<file path="src/hw/rtl/banded_linear_gap_global_alignment_defines.svh">
// ----------------------------------------------------------------------------
// banded_linear_gap_global_alignment_defines
// Assertion macros shared by the alignment block.
// ----------------------------------------------------------------------------
`ifndef BANDED_LINEAR_GAP_GLOBAL_ALIGNMENT_DEFINES_SVH
`define BANDED_LINEAR_GAP_GLOBAL_ALIGNMENT_DEFINES_SVH

// property that must hold at every edge outside reset
`define BLGA_ASSERT_HOLDS(lbl, expr, msg) \
    lbl: assert property (@(posedge i_clk) disable iff (!i_rst_n) (expr)) else $error(msg);

// implication checked at every edge outside reset
`define BLGA_ASSERT_IMPL(lbl, ante, cons, msg) \
    lbl: assert property (@(posedge i_clk) disable iff (!i_rst_n) (ante) |-> (cons)) \
        else $error(msg);

`endif

</file>
<file path="src/hw/rtl/blga_pkg.sv">
// ----------------------------------------------------------------------------
// blga_pkg
// Types and constants of the banded linear-gap global alignment block.
// ----------------------------------------------------------------------------
package blga_pkg;

    localparam int MAX_QUERY_LEN  = 256;
    localparam int MAX_TARGET_LEN = 256;
    localparam int SCORE_BITS     = 24;
    localparam int TB_COLS        = MAX_TARGET_LEN + 1;
    localparam int PATH_MAX_OPS   = MAX_QUERY_LEN + MAX_TARGET_LEN;

    typedef logic signed [SCORE_BITS-1:0] t_score;
    typedef logic signed [7:0]            t_weight;

    localparam t_score SCORE_MAX = {1'b0, {(SCORE_BITS-1){1'b1}}};
    localparam t_score SCORE_MIN = {1'b1, {(SCORE_BITS-1){1'b0}}};

    // input opcodes
    localparam logic [1:0] OPC_LOAD_Q = 2'd0;
    localparam logic [1:0] OPC_LOAD_T = 2'd1;
    localparam logic [1:0] OPC_ALIGN  = 2'd2;
    localparam logic [1:0] OPC_READ   = 2'd3;

    // path ops
    localparam logic [1:0] PATH_M = 2'd0;
    localparam logic [1:0] PATH_D = 2'd1;
    localparam logic [1:0] PATH_I = 2'd2;

    // configuration register indexes
    localparam logic [7:0] CFG_MATCH    = 8'd0;
    localparam logic [7:0] CFG_MISMATCH = 8'd1;
    localparam logic [7:0] CFG_GAP      = 8'd2;
    localparam logic [7:0] CFG_END_GAP  = 8'd3;
    localparam logic [7:0] CFG_RADIUS   = 8'd4;

    // operands and result of the shared score unit
    typedef struct packed {
        t_score  a;
        t_weight b;
        t_score  cmp;
    } t_alu_req;

    typedef struct packed {
        t_score sum;
        logic   gt;
    } t_alu_rsp;

endpackage

</file>
<file path="src/hw/rtl/blga_alu.sv">
// ----------------------------------------------------------------------------
// blga_alu
// Shared saturating score adder with a signed compare against the best so far.
// ----------------------------------------------------------------------------
module blga_alu (
    input  blga_pkg::t_alu_req i_req,
    output blga_pkg::t_alu_rsp o_rsp
);

    logic signed [blga_pkg::SCORE_BITS:0] w_wide;
    blga_pkg::t_score                     w_sat;

    // widened add
    assign w_wide = {i_req.a[blga_pkg::SCORE_BITS-1], i_req.a}
                  + {{(blga_pkg::SCORE_BITS-7){i_req.b[7]}}, i_req.b};

    // clip to score range
    always_comb begin
        if (w_wide[blga_pkg::SCORE_BITS] != w_wide[blga_pkg::SCORE_BITS-1]) begin
            w_sat = w_wide[blga_pkg::SCORE_BITS] ? blga_pkg::SCORE_MIN : blga_pkg::SCORE_MAX;
        end else begin
            w_sat = w_wide[blga_pkg::SCORE_BITS-1:0];
        end
    end

    assign o_rsp.sum = w_sat;
    assign o_rsp.gt  = (w_sat > i_req.cmp);

endmodule
</file>
<file path="config.mk">
export PLATFORM = sky130hd
export DESIGN_NAME = blga_alu
export DESIGN_NICKNAME = d
export VERILOG_FILES = /design/src/hw/rtl/banded_linear_gap_global_alignment_defines.svh /design/src/hw/rtl/blga_pkg.sv /design/src/hw/rtl/blga_alu.sv
export SDC_FILE = /design/constraint.sdc
export NUM_CORES = 1
export LEC_CHECK = 0
export ABC_AREA = 1
export BUFFER_PORTS_ARGS = -buffer_cell sky130_fd_sc_hd__buf_2
export CORE_ASPECT_RATIO = 1.2
export CORE_MARGIN = 2
export CORE_UTILIZATION = 50
export DETAILED_ROUTE_END_ITERATION = 12
export PLACE_DENSITY = 0.8
export SYNTH_ARGS = -nofsm -noshare
export SYNTH_HDL_FRONTEND = slang
export SYNTH_SLANG_ARGS = --single-unit
</file>
<file path="constraint.sdc">
create_clock -name vclk -period 3.05
set_clock_uncertainty 0.15 [all_clocks]
set_input_delay 0.305 -clock vclk [all_inputs]
set_output_delay 0.305 -clock vclk [all_outputs]
set_load 0.02 [all_outputs]
</file>
==> results of run 1 <==
==> kinds of logic after synthesis <==
group | Yosys count | synth area share
adder cells (fa/ha/maj) | 49 | 0.227
buffers and inverters | 109 | 0.161
XOR/XNOR | 14 | 0.0449
AO/OA/AOI/OAI | 62 | 0.149
AND/OR/NAND/NOR | 258 | 0.417
==> timing repair <==
item                       in CTS
setup buffers                  16
pin swaps                      39
gates resized for setup        69
setup endpoints to repair       2
gates cloned                    3
hold buffers                    0
==> synthesized netlist by cell type, drive strengths merged (2+ instances only) <==
cell	instances	area [um2]
nor2	38	165
nand3b	2	15.0
o21a	2	15.0
nand3	19	110
buf	4	45.0
o21bai	4	30.0
o21ai	4	20.0
ha	48	601
xnor2	8	70.1
xor2	6	52.6
a21oi	52	343
nand2	176	706
and2	2	12.5
inv	105	394
nand4	18	113
==> per-stage QoR <==
stage / TNS [ns] / utilization
4_1_cts: -0.746 / 0.902
3_5_place_dp: -0.967 / 0.787
3_3_place_gp: -0.835 / 0.787
2_1_floorplan: -0.332 / -
==> flow_metrics.py, run 1 <==
metrics = {
    "placement": {
        "hpwl_um": 8030,
        "gp_congestion": 0.899,
        "post-place-ws_ns": -0.967,
        "io_buffers": 81,
        "dpl_cell_area_um2": 4140,
        "dp.cells": 731,
    },
    "timing": {
        "worst-endpoint-pin-kind": "primary output",
        "postGrtWorstEndpoint": "o_rsp[0]",
    },
    "global_route": {
        "grt_max_degree": 13,
    },
    "floorplanning": {
        "die_w_um": 71.4,
        "io_pins": 81,
        "dieHeight_um": 84.9,
        "rows": 29,
        "initial_core_util": 0.519,
    },
    "logic_synthesis": {
        "synth_cells": 492,
        "yosysWarnings": 0,
        "yosysSeqAreaShare": 0,
        "ys_types": 26,
        "avgSynthCellArea_um2": 5.55,
        "netlist_area_um2": 2730,
        "synth.net_count": 597,
    },
    "run_status": {
        "haltStage": "global routing",
        "status": "stopped before the end",
        "firstError": "[ERROR DPL-0038] Utilization greater than 100%, impossible to legalize",
    },
}
==> run 2, diff against run 1 <==
--- a/config.mk
+++ b/config.mk
@@ -7,11 +7,10 @@
 export LEC_CHECK = 0
 export ABC_AREA = 1
 export BUFFER_PORTS_ARGS = -buffer_cell sky130_fd_sc_hd__buf_2
-export CORE_ASPECT_RATIO = 1.2
 export CORE_MARGIN = 2
-export CORE_UTILIZATION = 50
+export CORE_UTILIZATION = 40
 export DETAILED_ROUTE_END_ITERATION = 12
-export PLACE_DENSITY = 0.8
+export PLACE_DENSITY_LB_ADDON = 0.15
 export SYNTH_ARGS = -nofsm -noshare
 export SYNTH_HDL_FRONTEND = slang
 export SYNTH_SLANG_ARGS = --single-unit
==> constraint.sdc (replaced) <==
create_clock -name vclk -period 4
set_clock_uncertainty 0.15 [all_clocks]
set_input_delay 0.4 -clock vclk [all_inputs]
set_output_delay 0.4 -clock vclk [all_outputs]
set_load 0.02 [all_outputs]
==> run 2 against run 1 <==
The flow now finishes, with violations (negative setup slack); synthesized cell count is the same; synthesized area stayed put.
==> flow_metrics.py, run 2 <==
metrics = {
    "run_status": {
        "status": "finished with violations",
        "violations": "negative setup slack",
    },
    "timing": {
        "fmax_mhz": 246,
        "setup_ws_ns": -0.0724,
        "period_minus_slack_ns": 4.07,
        "worstMarginPinSlew_ns": 0.379,
        "tns_ns": -0.0724,
        "final-setup-viol-count": 1,
        "maxSlewViolCount": 0,
        "rsz0062_at_grt": "yes",
        "period_share": 1.02,
        "hold_viol": 0,
        "slew_headroom": 0.746,
    },
    "finish": {
        "n_clock_buffer": 0,
        "layout-drive-gt1-share": 0.438,
        "seqCellArea_um2": 0,
        "syn_to_final_growth_pct": 66.7,
        "final_area_um2": 4550,
        "final_cell_mix": "145 x nand2_1, 103 x inv_1, 85 x buf_4",
        "final_common_cell": "nand2_1",
        "antenna_cells": 0,
        "design.seq.count": 0,
        "nets": 765,
    },
    "global_route": {
        "grt_use_total": 0.225,
        "grt_pass1_wl_um": 13900,
        "antenna_found_initial": 0,
        "grt_pass1_vias": 3242,
        "gr-total-overflow": 0,
        "grt_max_degree": 18,
    },
    "floorplanning": {
        "initial_core_util": 0.408,
        "dieArea_um2": 7500,
        "io_pins": 81,
        "dieHeight_um": 86.6,
        "die_w_um": 86.6,
        "coreArea_um2": 6680,
        "rows": 30,
    },
    "route": {
        "met3_length_um": 370,
        "routed-wl-met2_um": 4880,
        "first_iter_violations": 134,
        "wl_um": 9820,
        "met1_length_um": 4350,
        "postRouteAntennaNets": 0,
        "vias": 3602,
        "drc": 0,
        "first_pass_iters": 4,
        "wire_per_inst_um": 13.3,
        "top_layer_used": "met4",
        "viasPerCell": 4.88,
    },
    "logic_synthesis": {
        "avgSynthCellArea_um2": 5.55,
        "netlist_area_um2": 2730,
        "yosysSeqAreaShare": 0,
        "synth_cells": 492,
        "yosysTopAreaCell": "nand2_1",
        "synth.net_count": 597,
        "synth_top_area_share": 0.226,
        "ys_types": 26,
        "synth_common_cells": "164 x nand2_1, 105 x inv_1, 48 x ha_1",
        "yosysWarnings": 0,
        "synthTopCellsByArea": "nand2_1 23%, ha_1 22%, inv_1 14%",
        "synth_most_common_cell": "nand2_1",
    },
    "setup_path": {
        "cp_max_fo": 10,
        "worst_setup_path_end_kind": "primary output",
        "worstSetupPathType": "input pin to primary output",
        "arrival_ns": 3.52,
        "crit_path_start_kind": "input pin",
        "cp.required_ns": 3.45,
    },
    "clocking": {
        "cts_hold_buf": 0,
    },
    "pwr": {
        "clockPowerShare": 0,
        "irDropWorstVdd_mv": 0.0784,
        "powerDensity_nw_per_um2": 259,
        "p_int_mw": 0.541,
        "comb_power_share": 1.000,
        "p_sw_frac": 0.540,
        "seqPwrFrac": 0,
        "leakage_nw": 2.51,
        "p_switching_mw": 0.635,
        "p_total_mw": 1.18,
    },
    "worst_hold_path": {
        "hold_path_depth": 5,
        "hp-class": "input pin to primary output",
    },
    "flow_run": {
        "max_cap_viol_count": 0,
    },
    "placement": {
        "post-place-ws_ns": -0.235,
        "hpwl_um": 7370,
        "io_buffers": 81,
        "dpl_cell_area_um2": 3760,
        "gp_congestion": 0.906,
    },
}
[run 2: cell counts after synthesis]
No cell type changed its count.
[run 2: stage by stage]
| stage | utilization | hold slack [ns] | cells |
|---|---|---|---|
| after floorplan | - | 0.960 | 492 |
| after global placement | 0.563 | 1.14 | 721 |
| after detailed placement | 0.563 | 1.14 | 721 |
| after CTS | 0.594 | 1.14 | 723 |
| after global routing | 0.681 | 1.15 | 738 |
| final | 0.681 | 1.08 | 738 |
[run 2: cell type report]
class | count | area, um2
fill | 556 | 2130
inverter | 105 | 394
multi-input combinational | 383 | 2890
tap | 80 | 100
timing repair buffer | 170 | 1170
[run 2: power groups by stage]
stage | registers (mW) | clock network, mW | logic [mW]
2_1_floorplan | 0 | 0 | 0.583
3_3_place_gp | 0 | 0 | 0.919
3_5_place_dp | 0 | 0 | 0.935
4_1_cts | 0 | 0 | 0.994
5_1_grt | 0 | 0 | 1.28
6_report | 0 | 0 | 1.18
[run 2: final timing paths]
| path | startpoint | end |
|---|---|---|
| worst max-delay path | i_req[32] | o_rsp[0] |
| worst min-delay path | i_req[24] | o_rsp[1] |
[run 2: worst max-delay path: stages]
cell     delay [ns]
buf_6          0.08
ha_4           0.13
inv_2          0.04
fa_2           0.36
inv_2          0.07
nand2_2        0.05
nand2_2        0.07
nand3_2        0.07
nand2_2        0.09
nand2_2        0.08
nand3_2        0.08
nand2_1        0.08
nand2_4        0.12
nand2_8        0.09
buf_4          0.17
a21oi_4        0.21
ha_4           0.24
a21oi_1        0.18
nor2_1         0.07
nor2_1         0.14
nand3_1        0.15
nand2_2        0.10
nand4_1        0.12
a21oi_2        0.17
buf_4          0.15
[run 2: kinds of logic (layout without fill, tap and decap cells)]
group           after synthesis  after routing  share of synthesized area
buf+inv                     109            275                      0.161
simple gates                258            258                      0.417
fa+ha+maj                    49             49                      0.227
compound gates               62             62                      0.149
xor+xnor                     14             14                     0.0449
[run 2: what timing repair did]
item / 4_1_cts / 5_1_grt
pin swaps: 4 / 47
cloned: 1 / 1
hold endpoints to repair: 0 / 0
resized for setup: 23 / 86
endpoints found under the setup margin: 1 / 1
buffers inserted: 1 / 15
[run 2: layer usage]
layer	up-vias	track usage
met1	1610	0.302
met2	97	0.415
met5	-	0
li1	1879	-
met4	0	0.0227
met3	16	0.00286
Power figures use the tool's default switching activity.
==> run 3, diff against run 2 <==
--- a/config.mk
+++ b/config.mk
@@ -11,6 +11,7 @@
 export CORE_UTILIZATION = 40
 export DETAILED_ROUTE_END_ITERATION = 12
 export PLACE_DENSITY_LB_ADDON = 0.15
+export RECOVER_POWER = 25
 export SYNTH_ARGS = -nofsm -noshare
 export SYNTH_HDL_FRONTEND = slang
 export SYNTH_SLANG_ARGS = --single-unit
==> run 3 against run 2 <==
The run still ends with negative setup slack left; final cell count stayed put; maximum frequency hardly changed; wire length is 0.12% higher; critical path type unchanged; via count is 0.17% higher; combinational power hardly changed; utilization is 0.11 points lower; first-iteration DRC count is 6.0% lower.
==> flow_metrics.py, run 3 (synthesized netlist as in run 2, its figures left out) <==
metrics = {
    "run_status": {
        "status": "finished with violations",
        "violations": "negative setup slack",
    },
    "route": {
        "postRouteAntennaNets": 0,
        "wire_per_inst_um": 13.3,
        "vias": 3608,
        "first_pass_iters": 4,
        "viasPerCell": 4.89,
        "first_iter_violations": 126,
        "wl_um": 9830,
        "drc": 0,
    },
    "timing": {
        "setup_ws_ns": -0.0745,
        "worstMarginPinSlew_ns": 0.382,
        "tns_ns": -0.0745,
        "period_share": 1.02,
        "slew_headroom": 0.744,
        "final-setup-viol-count": 1,
        "final.hold.worst_slack_ns": 1.16,
        "rsz0062_at_grt": "yes",
        "fmax_mhz": 245,
        "period_minus_slack_ns": 4.07,
        "maxSlewViolCount": 0,
        "hold_viol": 0,
    },
    "setup_path": {
        "critPathSlowestCell": "fa_2",
        "worstSetupPathType": "input pin to primary output",
        "crit_path_start_kind": "input pin",
        "worst_setup_path_end_kind": "primary output",
        "cp_max_fo": 10,
        "cp.required_ns": 3.45,
        "arrival_ns": 3.52,
        "cp_slowest_stage_delay_ns": 0.36,
        "crit_top_cell": "nand2_2",
    },
    "floorplanning": {
        "io_pins": 81,
        "initial_core_util": 0.408,
        "die_w_um": 86.6,
        "rows": 30,
        "coreArea_um2": 6680,
        "dieHeight_um": 86.6,
        "dieArea_um2": 7500,
    },
    "global_route": {
        "grt_pass1_wl_um": 13900,
        "grt_max_degree": 18,
        "gr-total-overflow": 0,
        "grt_use_total": 0.225,
        "grt_pass1_vias": 3242,
        "antenna_found_initial": 0,
    },
    "worst_hold_path": {
        "hold_path_depth": 5,
        "hold_path_startpoint": "i_req[24]",
        "hp-class": "input pin to primary output",
        "min_to": "o_rsp[1]",
    },
    "finish": {
        "n_clock_buffer": 0,
        "design.seq.count": 0,
        "nets": 765,
        "fillers": 561,
        "final_area_um2": 4540,
        "seqCellArea_um2": 0,
        "final_common_cell": "nand2_1",
        "layout-drive-gt1-share": 0.429,
        "syn_to_final_growth_pct": 66.4,
        "antenna_cells": 0,
        "final_cell_mix": "145 x nand2_1, 103 x inv_1, 85 x buf_4",
    },
    "pwr": {
        "p_int_mw": 0.537,
        "seqPwrFrac": 0,
        "irDropWorstVdd_mv": 0.0784,
        "comb_power_share": 1.000,
        "powerDensity_nw_per_um2": 258,
        "leakage_nw": 2.49,
        "p_sw_frac": 0.542,
        "p_switching_mw": 0.636,
        "clockPowerShare": 0,
    },
    "placement": {
        "io_buffers": 81,
        "hpwl_um": 7370,
        "gp_congestion": 0.906,
        "dpl_cell_area_um2": 3760,
    },
    "flow_run": {
        "max_cap_viol_count": 0,
    },
}
## run 3: cell count changes in the layout (fill, tap and decap cells not counted)
cell      change
buf_2         -6
clkbuf_1      +6
## run 3: repair_timing
| action | in CTS | in global routing |
|---|---|---|
| hold buffers | 0 | 0 |
| pin swaps | 4 | 47 |
| buffers inserted | 1 | 15 |
| endpoints found under the setup margin | 1 | 1 |
| cloned | 1 | 1 |
| hold endpoints to repair | 0 | 0 |
| gates resized for setup | 23 | 86 |
## run 3: per-stage QoR
stage               power [mW]  utilization  instances  setup WS [ns]
CTS                      0.994        0.594        723        0.00782
global placement         0.919        0.563        721         -0.196
global route              1.27        0.680        738         -0.183
finish                    1.17        0.680        738        -0.0745
detailed placement       0.935        0.563        721         -0.235
floorplan                0.583            -        492         0.0783
## run 3: per-layer routing
| layer | part of all wire | global-route usage | routed length (um) | vias to the layer above |
|---|---|---|---|---|
| met5 | 0 | 0 | 0 | - |
| met4 | 0.023 | 0.0227 | 223 | 0 |
| met3 | 0.038 | 0.00286 | 374 | 18 |
| met2 | 0.50 | 0.415 | 4880 | 101 |
| met1 | 0.44 | 0.302 | 4360 | 1609 |
| li1 | - | - | - | 1880 |
## run 3: worst max path at each step
stage	from	to	slack (ns)	depth (start not counted)
final	i_req[32]	o_rsp[0]	-0.07	25
after global routing	i_req[31]	o_rsp[0]	-0.18	24
after floorplan	i_req[24]	o_rsp[0]	0.08	22
after detailed placement	i_req[31]	o_rsp[0]	-0.24	21
after global placement	i_req[31]	o_rsp[0]	-0.20	21
after CTS	i_req[24]	o_rsp[0]	0.008	26
## run 3: layout make-up
class	count	area (um2)	area share
multi-input cells	383	2890	0.635
inverters	105	394	0.0868
well taps	80	100	0.0220
repair buffers	170	1160	0.256
## run 3: critical path: cells and delay by family
kind | cells | cell delay (ns)
simple gates | 14 | 1.32
buf+inv | 5 | 0.51
fa+ha+maj | 3 | 0.73
compound gates | 3 | 0.56
## run 3: power groups by stage
stage / combinational, mW / clock [mW] / sequential (mW)
2_1_floorplan: 0.583 / 0 / 0
3_3_place_gp: 0.919 / 0 / 0
3_5_place_dp: 0.935 / 0 / 0
4_1_cts: 0.994 / 0 / 0
5_1_grt: 1.27 / 0 / 0
6_report: 1.17 / 0 / 0
==> run 4, diff against run 3 <==
==> constraint.sdc (replaced) <==
create_clock -name vclk -period 4.57
set_clock_uncertainty 0.15 [all_clocks]
set_input_delay 0.457 -clock vclk [all_inputs]
set_output_delay 0.457 -clock vclk [all_outputs]
set_load 0.02 [all_outputs]
==> run 4 against run 3 <==
Non-clock buffer count is 81 lower; sequential cell count unchanged; sequential share of layout area stayed put; utilization decreased by 18 points; critical path type unchanged; die area stayed put; critical endpoint unchanged; worst setup slack better by 0.42 ns; via count fell by 13%; first-iteration DRC count up 3.2%; the run now ends clean.
==> flow_metrics.py, run 4 (synthesized netlist as in run 2, its figures left out) <==
metrics = {
    "run_status": {
        "status": "complete, no violations",
    },
    "floorplanning": {
        "coreArea_um2": 6680,
        "die_w_um": 86.6,
        "io_pins": 81,
        "dieHeight_um": 86.6,
        "initial_core_util": 0.408,
        "dieArea_um2": 7500,
        "rows": 30,
    },
    "timing": {
        "final-setup-viol-count": 0,
        "hold_viol": 0,
        "setup_ws_ns": 0.342,
        "fmax_mhz": 237,
        "final.hold.worst_slack_ns": 1.23,
        "period_share": 0.925,
        "period_minus_slack_ns": 4.23,
        "rsz0062_at_grt": "no",
        "tns_ns": 0,
        "maxSlewViolCount": 0,
        "worstMarginPinSlew_ns": 0.432,
        "slew_headroom": 0.710,
    },
    "route": {
        "first_pass_iters": 4,
        "viasPerCell": 4.79,
        "wire_per_inst_um": 11.8,
        "wl_um": 7780,
        "vias": 3150,
        "first_iter_violations": 130,
        "drc": 0,
        "postRouteAntennaNets": 0,
    },
    "setup_path": {
        "worst_setup_path_end_kind": "primary output",
        "arrival_ns": 3.62,
        "cp_slowest_stage_delay_ns": 0.41,
        "crit_top_cell": "nand2_1",
        "crit_path_start_kind": "input pin",
        "cp_max_fo": 9,
        "cp.required_ns": 3.96,
        "worstSetupPathType": "input pin to primary output",
        "critPathSlowestCell": "fa_1",
    },
    "pwr": {
        "p_sw_frac": 0.614,
        "powerDensity_nw_per_um2": 218,
        "seqPwrFrac": 0,
        "p_switching_mw": 0.446,
        "p_total_mw": 0.726,
        "clockPowerShare": 0,
        "leakage_nw": 2.05,
        "irDropWorstVdd_mv": 0.0484,
        "comb_power_share": 1.000,
        "p_int_mw": 0.280,
    },
    "global_route": {
        "grt_pass1_wl_um": 12700,
        "antenna_found_initial": 0,
        "grt_pass1_vias": 2884,
        "grt_use_total": 0.204,
        "grt_max_degree": 18,
        "gr-total-overflow": 0,
    },
    "worst_hold_path": {
        "hp-class": "input pin to primary output",
        "min_to": "o_rsp[1]",
        "hold_path_depth": 5,
        "hold_path_startpoint": "i_req[32]",
    },
    "placement": {
        "post-place-ws_ns": 0.191,
        "dpl_cell_area_um2": 3240,
        "dp.cells": 653,
        "hpwl_um": 7020,
        "gp_congestion": 0.915,
        "io_buffers": 81,
    },
    "finish": {
        "antenna_cells": 0,
        "final_cell_mix": "164 x nand2_1, 104 x inv_1, 75 x buf_2",
        "layout-drive-gt1-share": 0.231,
        "design.seq.count": 0,
        "final-instance-count-excl-fill": 657,
        "n_clock_buffer": 0,
        "seqCellArea_um2": 0,
        "final_common_cell": "nand2_1",
        "final_area_um2": 3330,
        "nets": 684,
        "final_util": 0.498,
        "syn_to_final_growth_pct": 21.9,
    },
    "flow_run": {
        "max_cap_viol_count": 0,
    },
}
run 4: cell types whose count changed in the layout (fill, tap and decap cells not counted), moves of 4 or more:
cell / before / now
nor2_2: 11 / 6
nand2_2: 27 / 9
ha_4: 28 / 0
a21oi_4: 11 / 2
buf_4: 85 / 5
nand2_1: 145 / 164
buf_2: 71 / 75
ha_1: 18 / 44
a21oi_1: 21 / 31
nor2_1: 23 / 31
run 4: repair_timing:
action | 4_1_cts | 5_1_grt
gates resized for setup | 0 | 11
hold buffers | 0 | 0
buffers inserted | 0 | 3
setup endpoints to repair | 0 | 1
run 4: worst max path at each step:
| stage | start | to | slack [ns] | cells past startpoint |
|---|---|---|---|---|
| after floorplan | i_req[24] | o_rsp[0] | 0.41 | 23 |
| after global placement | i_req[31] | o_rsp[0] | 0.21 | 23 |
| after detailed placement | i_req[31] | o_rsp[0] | 0.19 | 23 |
| after CTS | i_req[31] | o_rsp[0] | 0.18 | 23 |
| after global routing | i_req[31] | o_rsp[0] | 0.003 | 28 |
| final | i_req[24] | o_rsp[0] | 0.34 | 28 |
run 4: worst max-delay path: cells and delay by family:
| kind | cells | cell delay (ns) |
|---|---|---|
| and+or+nand+nor | 15 | 1.34 |
| adders and majority gates | 3 | 0.89 |
| buffers and inverters | 8 | 0.78 |
| AOI/OAI and AO/OA | 2 | 0.16 |
run 4: area by class of cell:
cell class	instances	area, um2
fillers	733	3360
multi-input cells	383	2310
repair buffers	89	520
inverters	105	394
well taps	80	100
run 4: power groups by stage:
stage               combinational, mW  sequential (mW)  clock [mW]
floorplan                       0.509                0           0
global placement                0.689                0           0
detailed placement              0.698                0           0
CTS                             0.700                0           0
global route                    0.811                0           0
finish                          0.726                0           0
run 4: layer usage:
layer	vias to the layer above	global-route usage	share of wire
met2	78	0.346	0.44
met4	0	0.0355	0.018
li1	1727	-	-
met3	10	0.00381	0.044
met1	1335	0.292	0.50
met5	-	0	0
